===== src/hdl/tit_queue.sv =====
`timescale 1ns / 1ps

module tit_queue #(
   parameter int WIDTH = 8
) (
   input  logic             clock,
   input  logic             reset,
   input  logic             push,
   input  logic [WIDTH-1:0] push_data,
   output logic             full,
   input  logic             pop,
   output logic [WIDTH-1:0] pop_data,
   output logic             empty
);

   localparam int DEPTH = 2;

   logic [WIDTH-1:0] data_ff [DEPTH];
   logic             wr_ptr_ff, wr_ptr_in;
   logic             rd_ptr_ff, rd_ptr_in;
   logic [1:0]       count_ff, count_in;
   logic             do_push, do_pop;

   assign full     = (count_ff == 2'(DEPTH));
   assign empty    = (count_ff == 2'd0);
   assign pop_data = data_ff[rd_ptr_ff];
   assign do_push  = push && !full;
   assign do_pop   = pop && !empty;

   always_comb begin
      wr_ptr_in = do_push ? !wr_ptr_ff : wr_ptr_ff;
      rd_ptr_in = do_pop ? !rd_ptr_ff : rd_ptr_ff;
      count_in  = count_ff + {1'b0, do_push} - {1'b0, do_pop};
   end

   always_ff @(posedge clock) begin
      if (reset) begin
         wr_ptr_ff <= 1'b0;
         rd_ptr_ff <= 1'b0;
         count_ff  <= 2'd0;
      end else begin
         wr_ptr_ff <= wr_ptr_in;
         rd_ptr_ff <= rd_ptr_in;
         count_ff  <= count_in;
      end
      if (do_push) begin
         data_ff[wr_ptr_ff] <= push_data;
      end
   end

endmodule


===== config.mk =====
export PLATFORM = sky130hd
export DESIGN_NAME = tit_queue
export DESIGN_NICKNAME = d
export VERILOG_FILES = /design/src/hdl/tit_queue.sv
export SDC_FILE = /design/constraint.sdc
export NUM_CORES = 1
export LEC_CHECK = 0
export ABC_CLOCK_PERIOD_IN_PS = 4600
export BUFFER_PORTS_ARGS = -buffer_cell sky130_fd_sc_hd__buf_2
export CAP_MARGIN = 20
export CORE_MARGIN = 5
export CORE_UTILIZATION = 25
export DETAILED_ROUTE_END_ITERATION = 8
export GPL_TIMING_DRIVEN = 0
export REMOVE_ABC_BUFFERS = 1
export SLEW_MARGIN = 20
export SYNTH_ARGS = -nofsm -noshare
export SYNTH_HDL_FRONTEND = slang
export SYNTH_SLANG_ARGS = --single-unit

===== constraint.sdc =====
create_clock -name clock -period 4.6 [get_ports clock]
set_clock_uncertainty 0.2 [all_clocks]
set_input_delay 0.69 -clock clock [delete_from_list [all_inputs] [get_ports clock]]
set_output_delay 0.69 -clock clock [all_outputs]
set_load 0.02 [all_outputs]

# Word level (Yosys, flattened, before mapping)
# Memories as Yosys holds them, arrays and structs flattened. A register that Yosys moved wholly into a read port is not among the register bits.
# Cells that the tools add are included.
[word_totals]
reg_bits = 4
mem_bits_rw = 16
in_bits = 12
out_inout_bits = 10
elab_cells = 18
memories = 1
[mem_list]
columns = ["memory", "words", "word_bits", "read_ports", "rd_clocked_by_memory_dff", "wr", "line", "source"]
rows = [
  ["data_ff", 2, 8, 1, 1, 1, "18", "logic [WIDTH-1:0] data_ff [DEPTH];"],
]
[op_classes]
addsub = 2
n_eq_ne = 1
n_mux = 4
n_reduce_logical = 7
[op_table]
columns = ["operator", "count"]
rows = [
  ["$logic_not A1 Y1", 4],
  ["$mux W1", 4],
  ["$add A2 B1 Y2", 1],
  ["$eq A2 B2 Y1 const B", 1],
  ["$logic_and A1 B1 Y1", 2],
  ["$logic_not A2 Y1", 1],
  ["$sub A2 B1 Y2", 1],
]

# Depth between registers and ports, before layout
[depth]
depth_word = 5
depth_mapped = 8
mapped_depth_nobuf = 8

# Worst setup path after synthesis
# No wires, ideal clock.
[synth_path]
kind = "input to register"
from = "in pop"
to = "reg count_ff[1]"
arrival_time_ps = 1650
required_time_ps = 4322
path_slack_ps = 2672
cell_stages = 7
path_buffers = 0
cell_sequence = "o21a_2 -> ha_1 -> inv_1 -> ha_1 -> xor2_1 -> and2_1 -> nor3_1"
[synth_via]
elab_chain_len = 2
[synth_lines]
columns = ["element", "line", "source"]
rows = [
  ["from (decl)", "11", "input logic pop,"],
  ["$logic_and A1 B1 Y1", "28", "assign do_pop = pop && !empty;"],
  ["$sub A2 B1 Y2", "33", "count_in = count_ff + {1'b0, do_push} - {1'b0, do_pop};"],
  ["to (signal assigned)", "44", "count_ff <= count_in;"],
  ["to (decl)", "21", "logic [1:0] count_ff, count_in;"],
]
# Every way passes these cells.
# A chain may end at the register's enable or synchronous reset.

==> summary.md <==
| Metric | Value |
|---|---|
| DRT iter0 DRCs | `6` |
| FFs w/ async S/R, synth | `0%` |
| Post-Route WL | `1.28 mm` |
| Post-Syn Area | `just over 800 um^2` |
| Reg2reg end | `count_ff[1]$_SDFF_PP0_` |
| Startpoint class of the critical path | `flop` |
| Busiest grt layer | `met2` |
| Post-CTS Setup Bufs | `0` |
| Fin nets | `91` |
| Gate power share | `around 34%` |
| Dpl hpwl | `995 um` |
| CP Cell Sequence | `mux2_2 -> buf_2` |
| Commonest cells post-synth | `edfxtp_1 (16), dfxtp_1 (5), mux2_1 (5)` |
| Most common cell in the netlist | `edfxtp_1` |
| Die Wd | `between 60 and 70 um` |
| Hold-fix buffer count after cts | `0` |
| Pin slew with the least headroom to its limit | `between 0.3 and 0.4 ns` |
| CP Max Fanout | `8` |
| Area leader, netlist | `edfxtp_1` |
| Die H | `around 67 um` |
| Slowest-stage cell, CP | `dfxtp_1` |
| CTS sink cnt | `21` |
| Average size of a mapped cell | `15.6 um^2` |
| Synth Area in Compound Gates | `approximately 2.3%` |
| Post-synthesis adder-cell area fraction | `3.09%` |
| Post-synth EDFFs | `16` |
| Main synth FF type | `edfxtp_1` |
| Peak Freq | `0.436 GHz` |
| Sw frac | `~34%` |
| Int Pwr | `roughly 350 uW` |
| CP max stage delay | `~0.57 ns` |
| Status | `finished clean` |
| Syn-to-layout area delta | `22.5%` |
| R2R depth | `7` |
| Initial Util | `26.3%` |
| Total negative slack | `0 ns` |
| Worst Hold Path Cells | `2` |
| Root buf cell | `clkbuf_4` |
| Worst Setup End Kind | `primary output` |
| XOR/XNOR share of the synthesized area | `2.16%` |
| Worst EP arrival | `approximately 1.4 ns` |
| Mapped Cells | `between 50 and 60` |
| Clk pwr share | `15.4%` |
| Worst rel slew slack | `about three quarters` |
| Reg2Reg Setup Slack | `2.81 ns` |
| Setup violations, final | `0` |
| Inserted Clock Buffers | `3` |
| Top post-synthesis cells by area | `edfxtp_1 (59%), dfxtp_1 (12%), mux2_1 (6.9%)` |
| DR vias | `about 460` |
| Switching power | `180 uW` |
| Final period util | `between 40% and 50%` |
| Layout cells sized above 1 | `a little over two fifths` |
| Reg area | `about 580 um^2` |
| Core area | `3080 um^2` |
| PnR worst setup slack | `roughly 2.3 ns` |
| Initial antenna violation count | `0` |
| Total design power | `approximately 530 uW` |
| Multi-input logic area | `around 210 um^2` |
| First-pass GRT wire length | `approximately 2.1 mm` |
| P_leak | `a little over 0.4 nW` |
| Post_cts resized | `0` |
| RSZ-0062 raised after global routing | `no` |
| Critical Path RT | `3.71 ns` |
| Max cap viols | `0` |
| WHS Endpoint | `wr_ptr_ff$_SDFFE_PP0P_` |
| DRT antenna net count | `0` |
| Max-slew violations | `0` |
| M1 GR Usage | `about 7.6%` |
| Hold_sp | `wr_ptr_ff$_SDFFE_PP0P_` |
| Critical R2R Launch | `count_ff[1]$_SDFF_PP0_` |
| 1st-pass router iterations | `4` |
| Hold/Removal Path Class | `flop to flop` |
| Grt total ovfl | `0` |
| N_diodes | `0` |
| PortBufs | `21` |
| Fin area | `~990 um^2` |
| Boundary Pins | `22` |
| Dpl cell area | `around 970 um^2` |
| Sequential power share | `50.7%` |
| Mux share of post-synthesis cell area | `between 10 and 15%` |
| Critical path class | `flop to primary output` |
| Reg clk slew, reported paths | `~0.10 ns` |
| H-tree Lvls | `1` |
| Min Clock Period, post-route | `2.29 ns` |
| Synth Register Bits | `21` |
| Clock Path Buffers | `2` |
| Vias in the first global route | `approximately 460` |
| DP Worst Slack | `between 2 and 2.5 ns` |
| Site Rows | `20` |
| Vias/cell | `between 3 and 4` |
| Main combinational cell family by area after synthesis | `multiplexers` |
| Placed Cells | `approximately 120` |
| Post-synthesis sequential area ratio | `between 70% and 80%` |
| DIE AREA | `about 4500 um^2` |
| Final hold violations | `0` |
| Met2 Use GR | `about a tenth` |
| Yosys Warn Count | `0` |
| Post-synthesis simple-gate area fraction | `7.25%` |
| Clock Latency Late Sink | `0.28 ns` |
| Placer congestion estimate | `~0.7` |
| Synth top area share | `59.3%` |
| CTS tree | `yes` |
| Wire per inst | `between 10 and 15 um` |
| Power density over the cells | `between 500 and 600 nW/um^2` |
| Largest net degree at the start of global routing | `13` |
| Fillers | `309` |
| DRC Markers | `0` |
| GRT met3 Usage | `3.88%` |
| Maximum vdd ir drop | `319 uV` |
| Fin cells | `120` |
| Distinct cell type count after synthesis | `21` |
| All-Layer GR Usage | `6.19%` |
## flip-flops by register name, indices dropped and copies added (netlist names), named ones only
register / count
rd_ptr_ff: 1
count_ff: 2
wr_ptr_ff: 1
data_ff: 16
## worst max path at each step
| stage | to | slack (ns) | cells past startpoint |
|---|---|---|---|
| detailed placement | count_ff[1]$_SDFF_PP0_ | 2.48 | 8 |
| finish | pop_data[7] | 2.31 | 2 |
| global route | pop_data[0] | 2.22 | 2 |
| CTS | pop_data[7] | 2.27 | 2 |
| floorplan | count_ff[1]$_SDFF_PP0_ | 2.67 | 7 |
| global placement | count_ff[1]$_SDFF_PP0_ | 2.53 | 8 |
## kinds of logic (layout without fill, tap and decap cells)
group	after synthesis	count (layout)
AO/OA/AOI/OAI	3	3
AND/OR/NAND/NOR	11	11
XOR/XNOR	2	2
adder cells (fa/ha/maj)	2	2
buffers and inverters	5	29
flip-flops	21	21
multiplexers	8	8
## worst max-delay path: cells and delay by family (launching register included)
kind | cells | cell delay, ns
buffers and inverters | 1 | 0.16
flip-flops | 1 | 0.57
multiplexers | 1 | 0.39
## cell type report
class	count	share of cell area, %
tap	44	5.54
clock inverter	1	0.504
multi-input combinational	26	21.2
inverter	4	1.51
clock buffer	3	2.27
sequential	21	58.4
timing repair buffer	21	10.6
## power by group through the flow
stage | Sequential (mW) | Combinational, mW | Clock (mW)
3_5_place_dp | 0.276 | 0.185 | 0
5_1_grt | 0.277 | 0.199 | 0.0979
2_1_floorplan | 0.268 | 0.132 | 0
4_1_cts | 0.272 | 0.187 | 0.0870
6_report | 0.271 | 0.181 | 0.0823
3_3_place_gp | 0.274 | 0.181 | 0
## stage by stage
stage / util (%) / hold slack [ns]
after floorplan: - / 0.251
after global routing: 32.3 / 0.341
after CTS: 32.3 / 0.301
after detailed placement: 31.4 / 0.278
after global placement: 31.4 / 0.270
final: 32.3 / 0.298
## routing by layer
layer	part of all wire, %	up-vias	routed length [um]
li1	-	232	-
met1	47	212	596
met2	43	17	552
met3	10	0	127
met4	0	0	0
met5	0	-	0
## layout by cell type, fill, tap and decap left out, types with 2 or more instances in the layout
cell	n
mux2_2	3
clkbuf_4	3
mux2_1	5
inv_1	3
edfxtp_1	16
ha_1	2
buf_2	21
nor2_1	4
dfxtp_1	5
Power figures use the tool's default switching activity.
