## config.mk

```make
export PLATFORM = sky130hd
export DESIGN_NAME = tit_front
export DESIGN_NICKNAME = d
export VERILOG_FILES = /design/src/hdl/tit_pkg.sv /design/src/hdl/tit_front.sv
export SDC_FILE = /design/constraint.sdc
export NUM_CORES = 1
export LEC_CHECK = 0
export ABC_AREA = 1
export BUFFER_PORTS_ARGS = -buffer_cell sky130_fd_sc_hd__buf_2
export CAP_MARGIN = 20
export CORE_AREA = 2 2 172 174
export CTS_CLUSTER_SIZE = 12
export DETAILED_ROUTE_END_ITERATION = 10
export DIE_AREA = 0 0 174 176
export PLACE_DENSITY = 0.56
export SLEW_MARGIN = 20
export SYNTH_ARGS = -nofsm -noshare
export SYNTH_HDL_FRONTEND = slang
export SYNTH_SLANG_ARGS = --single-unit
```

## constraint.sdc

```tcl
create_clock -name clock -period 10.41 [get_ports clock]
set_clock_uncertainty 0.1 [all_clocks]
set_input_delay 2.082 -clock clock [delete_from_list [all_inputs] [get_ports clock]]
set_output_delay 2.082 -clock clock [all_outputs]
set_load 0.005 [all_outputs]
```

## src/hdl/tit_pkg.sv

```systemverilog
`timescale 1ns / 1ps

package tit_pkg;

   localparam int CORNERS     = 4;
   localparam int AXES        = 3;
   localparam int ISO_BITS    = 16;
   localparam int RSP_ID_BITS = 32;

   typedef logic signed [ISO_BITS-1:0] iso_type;
   typedef logic [RSP_ID_BITS-1:0]     rsp_id_type;

   // fan: one triangle around a lone corner, pair: two triangles from the split table
   typedef enum logic {
      KIND_FAN,
      KIND_PAIR
   } kind_type;

   // corner order for the determinant and for the triangle edges
   typedef struct packed {
      kind_type   kind;
      logic [1:0] idx_a;
      logic [1:0] idx_b;
      logic [1:0] idx_g;
      logic [1:0] idx_d;
   } job_ctl_type;

   function automatic job_ctl_type classify(input logic [CORNERS-1:0] mask);
      logic [2:0]  ones;
      logic [1:0]  lone;
      logic        pick_set;
      job_ctl_type ctl;
      ones = {2'b00, mask[0]} + {2'b00, mask[1]} + {2'b00, mask[2]} + {2'b00, mask[3]};
      pick_set = (ones == 3'd1);
      lone = 2'd0;
      for (int j = 0; j < CORNERS; j++) begin
         if (mask[j] == pick_set) begin
            lone = 2'(j);
         end
      end
      // fan: lone corner last, the other three ascending
      ctl.kind  = KIND_FAN;
      ctl.idx_d = lone;
      ctl.idx_a = (lone == 2'd0) ? 2'd1 : 2'd0;
      ctl.idx_b = (lone <= 2'd1) ? 2'd2 : 2'd1;
      ctl.idx_g = (lone <= 2'd2) ? 2'd3 : 2'd2;
      if (ones == 3'd2) begin
         ctl.kind = KIND_PAIR;
         case (mask)
            4'd3:    {ctl.idx_a, ctl.idx_b, ctl.idx_g, ctl.idx_d} = 8'b00_01_11_10;
            4'd5:    {ctl.idx_a, ctl.idx_b, ctl.idx_g, ctl.idx_d} = 8'b00_10_11_01;
            4'd6:    {ctl.idx_a, ctl.idx_b, ctl.idx_g, ctl.idx_d} = 8'b01_10_11_00;
            4'd9:    {ctl.idx_a, ctl.idx_b, ctl.idx_g, ctl.idx_d} = 8'b00_11_10_01;
            4'd10:   {ctl.idx_a, ctl.idx_b, ctl.idx_g, ctl.idx_d} = 8'b01_11_10_00;
            4'd12:   {ctl.idx_a, ctl.idx_b, ctl.idx_g, ctl.idx_d} = 8'b10_11_01_00;
            default: {ctl.idx_a, ctl.idx_b, ctl.idx_g, ctl.idx_d} = 8'b00_01_10_11;
         endcase
      end
      return ctl;
   endfunction

endpackage

```

## src/hdl/tit_front.sv

```systemverilog
`timescale 1ns / 1ps

module tit_front import tit_pkg::*; #(
   parameter int COORD_BITS = 16,
   parameter int ID_BITS    = 32,
   parameter int JOB_BITS   = CORNERS * (AXES * COORD_BITS + ID_BITS) + $bits(job_ctl_type)
) (
   input  logic                         clock,
   input  logic                         reset,
   input  logic                         req_push,
   output logic                         req_full,
   input  logic signed [COORD_BITS-1:0] req_pos_x,
   input  logic signed [COORD_BITS-1:0] req_pos_y,
   input  logic signed [COORD_BITS-1:0] req_pos_z,
   input  iso_type                      req_sample_value,
   input  logic [ID_BITS-1:0]           req_corner_id,
   input  logic                         csr_write_enable,
   input  iso_type                      csr_write_data,
   output logic                         job_push,
   output logic [JOB_BITS-1:0]          job_data,
   input  logic                         job_full
);

   localparam int KEPT = CORNERS - 1;
   localparam int POS_BITS = CORNERS * AXES * COORD_BITS;

   iso_type                      iso_ff, iso_in;
   logic [1:0]                   count_ff, count_in;
   logic [KEPT-1:0]              flags_ff, flags_in;
   logic signed [COORD_BITS-1:0] pos_ff [KEPT][AXES];
   logic [ID_BITS-1:0]           id_ff [KEPT];
   logic signed [COORD_BITS-1:0] cur_pos [AXES];
   logic                         accept, above_iso, last_corner;
   logic [CORNERS-1:0]           mask;

   assign cur_pos[0] = req_pos_x;
   assign cur_pos[1] = req_pos_y;
   assign cur_pos[2] = req_pos_z;

   assign last_corner = (count_ff == 2'(KEPT));
   assign req_full    = last_corner && job_full;
   assign accept      = req_push && !req_full;
   assign above_iso   = (req_sample_value > iso_ff);
   assign mask        = {above_iso, flags_ff};
   // all inside or all outside gives no surface
   assign job_push    = accept && last_corner && (mask != '0) && (mask != '1);

   always_comb begin
      job_data = '0;
      for (int c = 0; c < KEPT; c++) begin
         for (int ax = 0; ax < AXES; ax++) begin
            job_data[(c * AXES + ax) * COORD_BITS +: COORD_BITS] = pos_ff[c][ax];
         end
         job_data[POS_BITS + c * ID_BITS +: ID_BITS] = id_ff[c];
      end
      for (int ax = 0; ax < AXES; ax++) begin
         job_data[(KEPT * AXES + ax) * COORD_BITS +: COORD_BITS] = cur_pos[ax];
      end
      job_data[POS_BITS + KEPT * ID_BITS +: ID_BITS] = req_corner_id;
      job_data[JOB_BITS-1 -: $bits(job_ctl_type)] = classify(mask);
   end

   always_comb begin
      iso_in   = csr_write_enable ? csr_write_data : iso_ff;
      count_in = count_ff;
      flags_in = flags_ff;
      if (accept) begin
         count_in = last_corner ? 2'd0 : count_ff + 2'd1;
         if (!last_corner) begin
            flags_in[count_ff] = above_iso;
         end
      end
   end

   always_ff @(posedge clock) begin
      if (reset) begin
         iso_ff   <= '0;
         count_ff <= 2'd0;
         flags_ff <= '0;
      end else begin
         iso_ff   <= iso_in;
         count_ff <= count_in;
         flags_ff <= flags_in;
      end
      if (accept && !last_corner) begin
         for (int ax = 0; ax < AXES; ax++) begin
            pos_ff[count_ff][ax] <= cur_pos[ax];
         end
         id_ff[count_ff] <= req_corner_id;
      end
   end

endmodule

```

# After elaboration in Yosys (flattened, before gate mapping)
# Memories as Yosys holds them, arrays and structs flattened.
# Index checks and enable logic that the tools add are counted.
# totals
in_bits	117
mem_count	2
mem_bits_rw	240
out_inout_bits	331
regBits	21
word_cells	54
# memory_table
name	words	word_bits	read_ports	rd_ports_with_merged_regs	write_ports	line	source
pos_ff	3	48	3	0	1	tit_front.sv:30	logic signed [COORD_BITS-1:0] pos_ff [KEPT][AXES];
id_ff	3	32	3	0	1	tit_front.sv:31	logic [ID_BITS-1:0] id_ff [KEPT];
# classes
add_sub_neg	4
order_cmp	5
n_bitwise	1
n_reduce_logical	12
eq_ne	13
mux	14
# ops
cell	n
8-bit one-hot mux with 6 select lines	1
16-bit > comparator	1
4-bit == test, second input constant	3
9-bit two-way mux	1
4-bit by 3-bit == test with 1-bit output, second input constant	2
2-bit two-way mux	4
1-bit logical AND	7
1-bit two-way mux	6
4-bit by 2-bit == test with 1-bit output, second input constant	1
4-bit inequality test, second input constant	1
4-bit nonzero test	1
2-bit by 1-bit adder with 3-bit output	1
3-bit by 1-bit adder with 3-bit output	1
3-bit bitwise mux	1
1-bit == test	3
3-bit by 1-bit == test with 1-bit output, second input constant	1
3-bit by 2-bit == test with 1-bit output, second input constant	1
2-bit by 3-bit less-than comparator with 1-bit output, second input constant	1
1-bit by 1-bit adder with 2-bit output	1
2-bit by 1-bit adder with 2-bit output, second input constant	1
1-bit demux with 2-bit select	1
2-bit == test, second input constant	1
2-bit by 1-bit greater-or-equal comparator with 1-bit output, second input constant	1
2-bit by 1-bit less-or-equal comparator with 1-bit output, second input constant	1
5 further kinds	6

# Depth between registers and ports, before layout
# depth
depth_word	11
depth_mapped	24
ltp_nobuf	23

# Least setup slack after synthesis
# No wires, ideal clock.
# synth_timing
path_kind	input to output
start	input port req_sample_value[15]
end	output port job_data[321]
n_path_buf	1
required_time_ns	8.228
setup_slack_ns	3.188
arrival_time_ns	5.040
cell_stages	18
cell_sequence	ha_1 -> a21oi_1 -> o21ai_1 -> a21oi_2 -> nand2_1 -> nand2_1 -> nand3_2 -> buf_6 -> fa_1 -> inv_1 -> ha_1 -> ha_1 -> inv_1 -> nor3_1 -> inv_1 -> nand3_2 -> inv_2 -> a21oi_1
# synth_between
elab_chain_len	7
word_cells_on_any_way	16
classes_between	add/sub: 1; order compare: 1; eq/ne: 10; mux: 4
# synth_rtl
element	line	source
start: declaration	tit_front.sv:15	input iso_type req_sample_value,
16-bit > comparator (*)	tit_front.sv:43	assign above_iso = (req_sample_value > iso_ff);
3-bit by 1-bit adder with 3-bit output	tit_pkg.sv:33	ones = {2'b00, mask[0]} + {2'b00, mask[1]} + {2'b00, mask[2]} + {2'b00, mask[3]};
3-bit by 1-bit == test with 1-bit output	tit_pkg.sv:34	pick_set = (ones == 3'd1);
1-bit == test	tit_pkg.sv:37	if (mask[j] == pick_set) begin
2-bit two-way mux (2 in series)	tit_pkg.sv:37	
9-bit two-way mux (*)	tit_pkg.sv:47	if (ones == 3'd2) begin
end: declaration	tit_front.sv:20	output logic [JOB_BITS-1:0] job_data,
# Every way passes the cells marked *; elsewhere a longest branch is shown, timed or not.

# Worst setup path after layout
# Ends and elaborated chain as after synthesis.

==> Flow_metrics.wiki <==
{| class="wikitable"
! Metric !! Value
|-
| Worst path setup slack after routing || 2.66 ns
|-
| Final cell count without fillers || ~1300
|-
| DIE HEIGHT || 176 µm
|-
| IO Port Bufs || around 450
|-
| Detailed-placement wirelength estimate || roughly 17 mm
|-
| I/O Pins || 448
|-
| Routed wirelength normalized by instance count || 17.2 µm
|-
| Number of warnings reported in the yosys synthesis log || 0
|-
| Critical path start-end classification || in2out
|-
| PwrDens || 188 nW/µm²
|-
| Launch point of the worst reg-to-reg path || count_ff[0]
|-
| Number of nets in the final layout || 1083
|-
| Share of the synthesized netlist area taken by xor and xnor gates || less than 1%
|-
| Type of origin of the critical path || primary input
|-
| Num Clock Sinks || roughly 260
|-
| Number of antenna violations at the first check in global routing || 0
|-
| Post-cts repair resize count || 0
|-
| Min cycle time layout || 7.75 ns
|-
| Standby leakage power || 5.18 nW
|-
| Die Footprint || around 31000 µm²
|-
| CTS tree || done
|-
| Main synth FF type || edfxtp_1
|-
| Final estimated routing congestion in global placement || roughly 0.80
|-
| Fraction of final layout cells sized beyond drive strength 1 || between 50% and 60%
|-
| WHS Endpoint || iso_ff[7]
|-
| Ranking of synthesized cells by area || edfxtp_1 (77%), buf_4 (6.4%), dfxtp_1 (4.5%)
|-
| Path type of the worst min-delay path || reg2reg
|-
| Worst Hold Depth || 2
|-
| Core area || ~29000 µm²
|-
| Post-route fraction of the period consumed by the critical path || 74.5%
|-
| Final setup violation count || 0
|-
| Post-CTS setup buffers || 0
|-
| Synth Area in Simple Gates || 3.64%
|-
| Total CTS buffers || 27
|-
| Worst-case setup slack after placement || roughly 2.7 ns
|-
| Total of hold buffers inserted after clock tree synthesis || 0
|-
| H-tree depth || 1
|-
| CTS root buffer || clkbuf_16
|-
| Detailed Route WL || between 20 and 25 mm
|-
| Origin of the worst min-delay path || iso_ff[7]
|-
| Standard-cell row count || 62
|-
| Number of nets produced by synthesis || approximately 690
|-
| Maximum number of pins on one net before global-route repair || just over 50
|-
| Diodes inserted || 0
|-
| Result of the run || finished, final reports clean
|-
| Routed via count divided by cell count || 4.24
|-
| Iteration count of the initial detailed-routing pass || 6
|-
| Worst-path maximum fanout || 11
|-
| Share of synthesized cell area in full adder, half adder and majority cells || about 3.7%
|-
| Global-route total usage across every layer || between 10% and 20%
|-
| Maximum Capacitance Violations || 0
|-
| Post-synthesis register bit count || between 200 and 300
|-
| Initial core utilization || 33.0%
|-
| Clock insertion delay at the later pin of the skew report || roughly 0.52 ns
|-
| Unrepaired setup endpoints after global routing || no
|-
| Iter 0 DRT Violations || approximately 330
|-
| Main combinational cell family by area after synthesis || buffers and inverters
|-
| Post-synth ARST share || 0%
|-
| Layout overhead on the synthesized area || 31.1%
|-
| Synth top area share || 76.6%
|-
| Placed instance count || roughly 1300
|-
| Seq/Total Area, Yosys || 81.1%
|-
| GRT met1 Usage || between 10% and 20%
|-
| Final Hold Viols || 0
|-
| Instance count of the mapped netlist || approximately 540
|-
| Netlist area before placement || between 9000 and 10000 µm²
|-
| R2r setup slk || roughly 7.2 ns
|-
| Worst Tran Pin Value || 1.00 ns
|-
| Multi-input gate area in the final layout || about 1000 µm²
|-
| Proportion of synthesized area in mux cells || 0%
|-
| Maximum ir drop on the vdd rail || approximately 96 µV
|-
| Data arrival time of the critical path || about 5.6 ns
|-
| Post-synthesis compound-gate area fraction || ~3.1%
|-
| Slew HR || 33.0%
|-
| Global-route track usage on met3 || 3.83%
|-
| DRT antenna net count || 0
|-
| Deepest clock path buffer count || 3
|-
| Worst-path clk slew || ~0.05 ns
|-
| Library cell with the largest summed area after synthesis || edfxtp_1
|-
| Total via count in the routed design || between 5000 and 6000
|-
| Accumulated negative setup slack || 0 ns
|-
| Post-Synthesis Mean Instance Area || between 15 and 20 µm²
|-
| Horizontal extent of the die || between 150 and 200 µm
|-
| Post-route DRC || 0
|-
| Endpoint required time on the critical path || 8.23 ns
|-
| Synth unique cells || 29
|-
| Reg-to-Reg End || pos_ff[2][12]
|-
| Peak Freq || 0.129 GHz
|-
| Number of global-route vias before repair || approximately 5300
|-
| Global-route met2 utilization || about a quarter
|-
| Wire length of the first global-routing pass || around 33 mm
|-
| Number of enable-type register cells in the synthesized netlist || 240
|-
| CP endpoint kind || primary output
|-
| R2R cell count || 6
|-
| Overflow after GRT || 0
|-
| FF/Latch Area || between 7000 and 8000 µm²
|-
| Final Max Tran Viols || 0
|-
| Fill cells || around 2700
|-
| Most used routing layer || met2
|}
==> power breakdown <==
group | internal [mW] | switching (mW) | total (mW)
Combinational | 0.0934 | 0.145 | 0.239
Clock | 0.490 | 0.371 | 0.861
Sequential | 1.21 | 0.0120 | 1.22
==> metal layers <==
| layer | vias up | share of wire (%) |
|---|---|---|
| li1 | 2673 | - |
| met2 | 252 | 50 |
| met3 | 29 | 8.1 |
| met1 | 2733 | 40 |
| met5 | - | 0 |
| met4 | 0 | 1.4 |
==> cells in the mapped netlist (3+ instances only) <==
cell and instances:
edfxtp_1 240, nand3_2 3, inv_1 38, nor2_1 17, nand3_1 8, nand4_1 5
nand2_1 33, buf_4 80, dfxtp_1 21, a21oi_1 28, o21ai_0 22, clkbuf_1 5
ha_1 26
==> area by class of cell <==
type | instances | share of cell area (%)
Clock buffer | 39 | 6.00
Multi-Input combinational cell | 157 | 8.30
Tap cell | 384 | 3.89
Clock inverter | 7 | 0.325
Timing Repair Buffer | 452 | 18.4
Inverter | 40 | 1.22
Sequential cell | 261 | 61.8
==> worst max path at each step <==
stage | endpoint | slack [ns] | depth (start not counted) | from
3_5_place_dp | job_data[321] | 2.68 | 19 | req_sample_value[15]
5_1_grt | job_data[321] | 2.35 | 19 | req_sample_value[15]
2_1_floorplan | job_data[321] | 3.19 | 18 | req_sample_value[15]
4_1_cts | job_data[321] | 2.66 | 19 | req_sample_value[15]
6_report | job_data[321] | 2.66 | 19 | req_sample_value[15]
3_3_place_gp | job_data[321] | 2.78 | 19 | req_sample_value[15]
==> cells in the final DEF, fill, tap and decap left out, types with 3 or more instances in the layout <==
cell type	instances
nor2_4	3
nor2_1	14
nand3_1	8
a21oi_1	28
ha_1	26
o21ai_0	22
edfxtp_1	240
inv_1	38
nand3_2	3
clkbuf_16	27
clkbuf_1	10
buf_2	447
nand4_1	5
dfxtp_1	21
nand2_1	33
buf_4	5
clkinv_2	3
==> cell families after synthesis <==
family,count (synthesis)
AND/OR/NAND/NOR,73
buffers and inverters,126
XOR/XNOR,2
AO/OA/AOI/OAI,55
flip-flops,261
adder cells (fa/ha/maj),27
==> sequential cells by signal (all words and copies together), names as in the netlist <==
signal / cells
id_ff: 96
flags_ff: 3
count_ff: 2
iso_ff: 16
pos_ff: 144
==> metrics by stage <==
step	total power, mW	util (%)	hold WS (ns)	instance area, µm²
2_1_floorplan	1.37	-	0.333	9410
3_3_place_gp	1.49	40.5	0.360	11600
3_5_place_dp	1.49	40.5	0.361	11600
4_1_cts	2.36	43.2	0.369	12300
5_1_grt	2.42	43.2	0.389	12300
6_report	2.32	43.2	0.365	12300
==> critical path, cell delays in order <==
cell     delay, ns
buf_2         0.10
ha_1          0.35
a21oi_1       0.16
o21ai_1       0.09
a21oi_2       0.15
nand2_1       0.10
nand2_1       0.08
nand3_2       0.24
fa_1          0.59
inv_1         0.05
ha_1          0.17
ha_1          0.27
inv_1         0.04
nor3_1        0.47
inv_1         0.20
nand3_2       0.15
inv_2         0.04
a21oi_1       0.11
buf_2         0.13
(Power assumes the default switching activity.)
